[src/hdl/ibt_pkg.sv]
`default_nettype none
package ibt_pkg;

    // Reservation request: half-open interval [start_time, end_time)
    typedef struct packed {
        logic [31:0] start_time;
        logic [31:0] end_time;
    } req_t;

    typedef struct packed {
        logic [1:0] status;
        logic [6:0] entries_used;
    } rsp_t;

    localparam logic [1:0] STATUS_BOOKED  = 2'd0;
    localparam logic [1:0] STATUS_OVERLAP = 2'd1;
    localparam logic [1:0] STATUS_FULL    = 2'd2;
    localparam logic [1:0] STATUS_INVALID = 2'd3;

endpackage
`default_nettype wire

[src/hdl/ibt_ram.sv]
`default_nettype none
module ibt_ram #(
    parameter int DEPTH = 64,
    parameter int AW    = 6
) (
    input  wire logic              clk,
    input  wire logic              wr_en,
    input  wire logic [AW-1:0]     wr_addr,
    input  wire ibt_pkg::req_t     wr_data,
    input  wire logic              rd_en,
    input  wire logic [AW-1:0]     rd_addr,
    output      ibt_pkg::req_t     rd_data
);

    ibt_pkg::req_t mem [DEPTH];
    ibt_pkg::req_t rd_data_reg;

    always_ff @(posedge clk)
    begin
        if (wr_en)
        begin
            mem[wr_addr] <= wr_data;
        end
    end

    // registered read
    always_ff @(posedge clk)
    begin
        if (rd_en)
        begin
            rd_data_reg <= mem[rd_addr];
        end
    end

    assign rd_data = rd_data_reg;

endmodule
`default_nettype wire

[src/hdl/interval_booking_table.sv]
`default_nettype none
// Steps: an accepted request is answered after the scan reads each stored reservation,
// then the compare of the last read, the end check, the decide step and the response load;
// an empty table needs no reads. One request at a time: req_stall is high until the load,
// which waits while a previous response is stalled. An invalid range skips scan and decide.
// Reset: rst_n (async, active low) empties the table and drops any pending response;
// slot RAM contents are not cleared, only entries below the count are ever read.
module interval_booking_table #(
    parameter int CAPACITY = 64
) (
    input  wire logic          clk,
    input  wire logic          rst_n,
    input  wire logic          req_valid,
    output      logic          req_stall,
    input  wire ibt_pkg::req_t req,
    output      logic          rsp_valid,
    input  wire logic          rsp_stall,
    output      ibt_pkg::rsp_t rsp
);

    localparam int CNT_W = $clog2(CAPACITY + 1);
    localparam int AW    = (CAPACITY > 1) ? $clog2(CAPACITY) : 1;
    localparam logic [CNT_W-1:0] CAP_C = CNT_W'(CAPACITY);

    // Sequencer states
    localparam logic [1:0] ST_IDLE   = 2'd0;
    localparam logic [1:0] ST_SCAN   = 2'd1;
    localparam logic [1:0] ST_DECIDE = 2'd2;
    localparam logic [1:0] ST_DONE   = 2'd3;

    logic [1:0]       state_reg, state_next;
    ibt_pkg::req_t    hold_reg, hold_next;
    logic [CNT_W-1:0] count_reg, count_next;
    logic [CNT_W-1:0] idx_reg, idx_next;
    logic             rvld_reg, rvld_next;
    logic             clash_reg, clash_next;
    logic [1:0]       status_reg, status_next;
    logic             out_vld_reg, out_vld_next;
    ibt_pkg::rsp_t    out_reg, out_next;

    logic             rd_en;
    logic             wr_en;
    ibt_pkg::req_t    rd_data;
    logic             overlap;
    logic [CNT_W+6:0] cnt_ext;

    // Slot RAM: one entry per stored reservation, appended at the count
    ibt_ram #(
        .DEPTH (CAPACITY),
        .AW    (AW)
    ) u_ram (
        .clk     (clk),
        .wr_en   (wr_en),
        .wr_addr (count_reg[AW-1:0]),
        .wr_data (hold_reg),
        .rd_en   (rd_en),
        .rd_addr (idx_reg[AW-1:0]),
        .rd_data (rd_data)
    );

    // Half-open intervals overlap when each starts before the other ends;
    // touching endpoints do not count.
    assign overlap = (hold_reg.start_time < rd_data.end_time) &&
                     (rd_data.start_time < hold_reg.end_time);

    // entries_used carries the low 7 bits of the count
    assign cnt_ext = {7'd0, count_reg};

    // Take a new request only while idle; the output register holds the
    // previous response independently.
    assign req_stall = (state_reg != ST_IDLE);
    assign rsp_valid = out_vld_reg;
    assign rsp       = out_reg;

    always_comb
    begin
        state_next   = state_reg;
        hold_next    = hold_reg;
        count_next   = count_reg;
        idx_next     = idx_reg;
        rvld_next    = rvld_reg;
        clash_next   = clash_reg;
        status_next  = status_reg;
        out_vld_next = out_vld_reg;
        out_next     = out_reg;
        rd_en        = 1'b0;
        wr_en        = 1'b0;

        // drop the response once the consumer takes it
        if (out_vld_reg && !rsp_stall)
        begin
            out_vld_next = 1'b0;
        end

        case (state_reg)
            ST_IDLE:
            begin
                if (req_valid)
                begin
                    hold_next  = req;
                    clash_next = 1'b0;
                    idx_next   = '0;
                    rvld_next  = 1'b0;
                    if (req.start_time >= req.end_time)
                    begin
                        // empty or reversed range: skip the scan
                        status_next = ibt_pkg::STATUS_INVALID;
                        state_next  = ST_DONE;
                    end
                    else
                    begin
                        state_next = ST_SCAN;
                    end
                end
            end
            ST_SCAN:
            begin
                // issue one read per cycle, compare the data in the following cycle
                rvld_next = 1'b0;
                if (idx_reg < count_reg)
                begin
                    rd_en     = 1'b1;
                    idx_next  = idx_reg + 1'b1;
                    rvld_next = 1'b1;
                end
                if (rvld_reg && overlap)
                begin
                    clash_next = 1'b1;
                end
                if ((idx_reg == count_reg) && !rvld_reg)
                begin
                    state_next = ST_DECIDE;
                end
            end
            ST_DECIDE:
            begin
                // overlap wins over full
                if (clash_reg)
                begin
                    status_next = ibt_pkg::STATUS_OVERLAP;
                end
                else if (count_reg == CAP_C)
                begin
                    status_next = ibt_pkg::STATUS_FULL;
                end
                else
                begin
                    wr_en       = 1'b1;
                    count_next  = count_reg + 1'b1;
                    status_next = ibt_pkg::STATUS_BOOKED;
                end
                state_next = ST_DONE;
            end
            ST_DONE:
            begin
                // hold until the output register is free
                if (!out_vld_reg || !rsp_stall)
                begin
                    out_next.status       = status_reg;
                    out_next.entries_used = cnt_ext[6:0];
                    out_vld_next          = 1'b1;
                    state_next            = ST_IDLE;
                end
            end
            default:
            begin
                state_next = ST_IDLE;
            end
        endcase
    end

    always_ff @(posedge clk or negedge rst_n)
    begin
        if (!rst_n)
        begin
            state_reg   <= ST_IDLE;
            count_reg   <= '0;
            idx_reg     <= '0;
            rvld_reg    <= 1'b0;
            clash_reg   <= 1'b0;
            out_vld_reg <= 1'b0;
        end
        else
        begin
            state_reg   <= state_next;
            count_reg   <= count_next;
            idx_reg     <= idx_next;
            rvld_reg    <= rvld_next;
            clash_reg   <= clash_next;
            out_vld_reg <= out_vld_next;
        end
    end

    always_ff @(posedge clk)
    begin
        hold_reg   <= hold_next;
        status_reg <= status_next;
        out_reg    <= out_next;
    end

`ifndef ASSERT_OFF
    a_count_bound: assert property (@(posedge clk) disable iff (!rst_n)
        count_reg <= CAP_C)
        else $error("reservation count exceeds capacity");

    a_write_only_free: assert property (@(posedge clk) disable iff (!rst_n)
        wr_en |-> (state_reg == ST_DECIDE) && !clash_reg && (count_reg != CAP_C))
        else $error("slot write outside a clean booking");

    a_write_counts: assert property (@(posedge clk) disable iff (!rst_n)
        wr_en |=> (count_reg == $past(count_reg) + 1'b1) &&
                  (status_reg == ibt_pkg::STATUS_BOOKED))
        else $error("booking did not advance the count");

    a_accept_busy: assert property (@(posedge clk) disable iff (!rst_n)
        (req_valid && !req_stall) |=> (state_reg != ST_IDLE))
        else $error("accepted request left the sequencer idle");

    a_scan_in_range: assert property (@(posedge clk) disable iff (!rst_n)
        rd_en |-> (idx_reg < count_reg))
        else $error("scan read beyond stored entries");
`endif

endmodule
`default_nettype wire
[config.mk]
export PLATFORM = sky130hd
export DESIGN_NAME = interval_booking_table
export DESIGN_NICKNAME = d
export VERILOG_FILES = /design/src/hdl/ibt_pkg.sv /design/src/hdl/ibt_ram.sv /design/src/hdl/interval_booking_table.sv
export SDC_FILE = /design/constraint.sdc
export NUM_CORES = 2
export LEC_CHECK = 0
export BUFFER_PORTS_ARGS = -buffer_cell sky130_fd_sc_hd__clkbuf_2
export CORE_UTILIZATION = 59
export CTS_BUF_LIST = sky130_fd_sc_hd__clkbuf_4 sky130_fd_sc_hd__clkbuf_8
export CTS_CLUSTER_DIAMETER = 100
export DETAILED_ROUTE_END_ITERATION = 12
export GPL_TIMING_DRIVEN = 0
export PLACE_DENSITY = 0.78
export SLEW_MARGIN = 5
export SYNTH_ARGS = -nofsm -noshare
export SYNTH_HDL_FRONTEND = slang
export SYNTH_HIERARCHICAL = 1
export SYNTH_SLANG_ARGS = --single-unit
export TNS_END_PERCENT = 20
[constraint.sdc]
create_clock -name clk -period 7.8 [get_ports clk]
set_clock_uncertainty 0.1 [all_clocks]
set_input_delay 1.56 -clock clk [delete_from_list [all_inputs] [get_ports clk]]
set_output_delay 1.56 -clock clk [all_outputs]
set_load 0.05 [all_outputs]
Yosys cells after proc, flatten, opt, wreduce, memory -nomap -nowiden
Memory sizes are Yosys's and may differ from the RTL's. A register that Yosys moved wholly into a read port is not among the register bits.
Cells that the tools add are included.
Word-level totals
  memories: 1
  bits of input ports: 68
  bits in registers: 94
  memory bits (writable): 4096
  word-level logic and storage cells: 78
Memories
  u_ram.mem: words 64, width 64, rd ports 1, clocked after memory_dff 1, write ports 1, RTL line ibt_ram.sv:15  | ibt_pkg::req_t mem [DEPTH];
Operators by class
  add/sub/neg operators: 2
  multiplexer cells: 27
  bitwise operators: 2
  equal/unequal tests: 11
  reductions and logical operators: 20
  $lt $le $gt $ge: 4
Operators with widths (count)
  $lt A32 B32 Y1: 2
  $ge A32 B32 Y1: 1
  $mux W2: 8
  $reduce_and A3 Y1: 5
  $add A7 B1 Y7 const B: 2
  $mux W7: 2
  $pmux W7 S2: 1
  $mux W1: 12
  $ne A2 B2 Y1 const B: 6
  $pmux W2 S4: 1
  $eq A7 B7 Y1: 1
  $eq A7 B7 Y1 const B: 1
  $lt A7 B7 Y1: 1
  $reduce_and A2 Y1: 3
  $reduce_bool A2 Y1: 3
  $eq A2 B2 Y1 const B: 2
  $logic_and A1 B1 Y1: 4
  $pmux W1 S2: 2
  $pmux W2 S2: 1
  $logic_not A1 Y1: 3
  $eq A2 B1 Y1 const B: 1
  $logic_not A2 Y1: 1
  $not A1 Y1: 2
  $logic_or A1 B1 Y1: 1

Depth between registers and ports, before layout
  depth in word-level cells: 6
  gate-level depth with buffers: 9

Modules after synthesis
The synthesis kept the hierarchy.
By module, submodules not included
  ibt_ram: area each 156989.3 um2, seq. area each 124919.8 um2, cells an instance 6598, instances 1
  interval_booking_table: area each 5878.1 um2, seq. area each 2727.6 um2, cells an instance 542, instances 1

Worst setup path after synthesis
No wires, ideal clock.
  path kind: reg-to-reg
  from: register count_reg[4]
  to: register idx_reg[1]
  arrival: 8061 ps
  stages on the path, launching flop included: 9
  required time: 7582 ps
  period minus slack after synthesis: 8279 ps
  path slack: -479 ps
  setup time: 118 ps
  cell sequence: dfrtp_1 > inv_1 > ha_1 > a21oi_1 > nor2b_1 > o21a_1 > nor4_1 > a22oi_1 > o211ai_1
On the way
  longest elaborated chain between the ends: 3
RTL lines
  start, declared: RTL line interval_booking_table.sv:33  | logic [CNT_W-1:0] count_reg, count_next;
  start signal, assigned: RTL line interval_booking_table.sv:186  | count_reg <= count_next;
  $lt A7 B7 Y1: RTL line interval_booking_table.sv:120  | if (idx_reg < count_reg)
  $ne A2 B2 Y1 (no line)
  $reduce_and A3 Y1 (no line)
  end signal, assigned: RTL line interval_booking_table.sv:187  | idx_reg <= idx_next;
  end, declared: RTL line interval_booking_table.sv:34  | logic [CNT_W-1:0] idx_reg, idx_next;
Every way passes these cells.
A chain may end at the register's enable or synchronous reset.

Worst setup path after layout
  from: register idx_reg[2]
  to: register, netlist name u_ram/rd_data[31]
On the way
  longest elaborated chain between the ends: 3
RTL lines
  $lt A7 B7 Y1: RTL line interval_booking_table.sv:120
  $mux W1: RTL line interval_booking_table.sv:120
  $mux W1: RTL line interval_booking_table.sv:95  | case (state_reg)
Several ways; a longest one is shown, not always the timed one.

==> impl_metrics.tcl <==
set metrics [dict create \
    outcome "complete, no violations" \
    dp_hpwl_mm 307 \
    fin_hold_ws_ns 0.320 \
    routed-via-count 86100 \
    p_int_uw 34200 \
    grt_max_degree 64 \
    holdCritPathClass "register to register" \
    fin_nets 8366 \
    start_util_pct 59.4 \
    detail_route.wl_per_cell_um 36.4 \
    rsz0062_at_grt "no" \
    synth_ff_type "edfxtp_1" \
    grt_pass1_vias 86400 \
    routed_wirelength_mm 450 \
    io-pin-count 79 \
    clock_path_buffers 4 \
    grt_pass1_wl_mm 628 \
    syn_area_per_cell_um2 22.8 \
    reg2reg_from "idx_reg[2]" \
    cts_resized 0 \
    worstMarginPinSlew_ns 1.45 \
    cp.required_ns 8.40 \
    pwr-share-clk_pct 40.6 \
    synth-edff-count 4235 \
    p_seq_share_pct 57.7 \
    fin_crit_sh_pct 71.9 \
    path_class "register to register" \
    worstSetupStartpoint "idx_reg[2]" \
    clock.fmax_ghz 0.178 \
    syn2layout_area_growth_pct 15.4 \
    rows 192 \
    p_leak_uw 0.0616 \
    synth_seq_cells 4254 \
    ys_warn_count 6 \
    clock-sinks 4254 \
    dp_cells 11200 \
    cp-endpoint "u_ram/rd_data[31]" \
    r2r_end "u_ram/rd_data[31]" \
    final_core_util_pct 68.6 \
    portBuffers 78 \
    r2r_setup_slack_ns 2.19 \
    clockRootBuffer "clkbuf_8" \
    max-slew-margin-rel_pct 2.96 \
    yosysSeqAreaShare_pct 78.4 \
    clk_pin_slew_worst_paths_ns 0.06 \
    ant_nets 0 \
    drive_above_1_share_pct 31.4 \
    fp.dieH_um 527 \
    ff2ff_path_depth 8 \
    largest_reg_flops 4096 \
    cap_violations 0 \
    h-tree-depth 6 \
    netlist_instances 7140 \
    p_per_area_nw_per_um2 228 \
    hold_viol_final 0 \
    worstSetupEndpointType "register" \
    worstSetupStartpointType "register" \
    grt_usage_pct 32.5 \
    arrival_ns 6.20 \
    holdBufCountCts 0 \
    syn_area_um2 163000 \
    peakVddDrop_v 0.000217 \
    core_area_um2 274000 \
    first_iter_violations 14400 \
    swShare_pct 20.4 \
    power_uw 42900 \
    antenna_found_initial 35 \
    cts-buffers-inserted 633 \
    drc 0 \
    first_pass_iters 6 \
    critPathMaxFanout 10 \
    routabilityCongestion 0.939 \
    async_flop_share_pct 0.447 \
    ys_types 59 \
    switchingPower_uw 8770 \
    p_comb_share_pct 1.7 \
    final_max_slew_viol_count 0 \
    instances_no_fill 12400 \
    cts_setup_buffers 0 \
    fp.dieW_um 527 \
    syn_nets 7317 \
    cts_tree "yes" \
    grt_overflow 0 \
    viasPerCell 6.97 \
    clkLatencyLatePin_ns 1.10 \
    setup_viol 0 \
    finalCriticalPeriod_ns 5.61 \
    die-area_um2 278000 \
]
[worst min path at each step]
stage / start / to / slack [ns] / cells past startpoint
4_1_cts: rst_n / idx_reg[2] / 0.29 / 1
5_1_grt: status_reg[0] / rsp[7] / 0.32 / 0
6_report: status_reg[0] / rsp[7] / 0.32 / 0
3_5_place_dp: status_reg[0] / rsp[7] / 0.31 / 0
2_1_floorplan: status_reg[0] / rsp[7] / 0.30 / 0
3_3_place_gp: status_reg[1] / rsp[8] / 0.31 / 0
[cells in the mapped netlist, drive strengths merged, types with 5 or more instances]
master | count | area share (%)
dfrtp | 19 | 0.29
xnor2 | 6 | 0.032
nand3 | 59 | 0.18
a2bb2oi | 19 | 0.10
nor4 | 5 | 0.019
buf | 231 | 0.77
or3 | 30 | 0.12
a211oi | 67 | 0.31
clkbuf | 141 | 0.32
a22oi | 169 | 0.78
edfxtp | 4235 | 78
nor2 | 129 | 0.30
nor3 | 5 | 0.015
inv | 132 | 0.30
a21oi | 37 | 0.11
o22ai | 85 | 0.33
ha | 109 | 0.84
a21o | 14 | 0.065
mux4 | 1024 | 14
o21ai | 13 | 0.040
nor2b | 31 | 0.12
o221ai | 40 | 0.22
a22o | 89 | 0.48
and3 | 67 | 0.26
nand2 | 80 | 0.18
nand4 | 27 | 0.10
o31ai | 6 | 0.031
o211ai | 7 | 0.032
or2 | 31 | 0.12
a41oi | 26 | 0.14
mux2i | 136 | 0.84
a31oi | 24 | 0.092
nand2b | 13 | 0.050
[cell usage in the layout, fill, tap and decap left out, types with 62 or more instances in the layout]
cell	count
ha_1	109
mux4_2	1024
and3_1	66
nand2_1	80
mux2i_1	136
clkinv_1	138
clkbuf_1	134
edfxtp_1	4235
nor2_1	66
nor2_4	62
buf_12	154
a211oi_1	66
a22o_1	89
buf_16	149
buf_2	171
a22oi_1	169
clkbuf_2	85
clkbuf_4	208
o22ai_1	85
clkbuf_8	646
inv_1	129
[metal layers]
layer	GRT usage (%)	up-vias	wire [um]	share of wire (%)
li1	-	32800	-	-
met1	42.1	44100	145000	32
met2	49.8	7761	209000	46
met3	9.70	1412	67600	15
met4	17.7	24	27800	6.2
met5	0	-	165	0.037
[cell type report]
type / count / area (um^2)
Multi-Input combinational cell: 2382 / 33400
Clock inverter: 244 / 1510
Inverter: 132 / 498
Antenna cell: 13 / 32.5
Timing Repair Buffer: 414 / 7970
Sequential cell: 4254 / 128000
Fill cell: 15200 / 86200
Tap cell: 3686 / 4610
Clock buffer: 854 / 10500
Buffer: 372 / 1790
[metrics by stage]
step / setup slack (ns) / TNS (ns) / area, um^2
after floorplan: 1.02 / 0 / 163000
after global placement: -5.74 / -4909.04 / 168000
after detailed placement: 2.73 / 0 / 176000
after CTS: 2.75 / 0 / 188000
after global routing: 2.52 / 0 / 188000
final: 2.19 / 0 / 188000
[cell families after synthesis]
group / after synthesis / share of synthesized area (%)
adders and majority gates: 109 / 0.837
DFF: 4254 / 78.4
muxes: 1160 / 15.0
buffers and inverters: 504 / 1.40
and+or+nand+nor: 492 / 1.54
AOI/OAI and AO/OA: 615 / 2.82
xor gates and xnor gates: 6 / 0.0323
[critical path: stages, from the launching register on]
cell and delay (ns):
dfrtp_1 0.66, buf_2 0.38, buf_2 0.53, buf_2 0.52
buf_2 0.57, mux2i_1 0.20, o22ai_1 0.58, a31oi_1 0.45
a211oi_1 1.17
[power by group through the flow]
| stage | clock (uW) | sequential, uW | combinational, uW |
|---|---|---|---|
| 2_1_floorplan | 0 | 25200 | 503 |
| 3_5_place_dp | 0 | 25200 | 725 |
| 5_1_grt | 18400 | 24700 | 767 |
| 6_report | 17400 | 24800 | 737 |
| 4_1_cts | 17500 | 24800 | 732 |
| 3_3_place_gp | 0 | 25200 | 703 |
No activity file was read; power rests on OpenSTA's default activity.
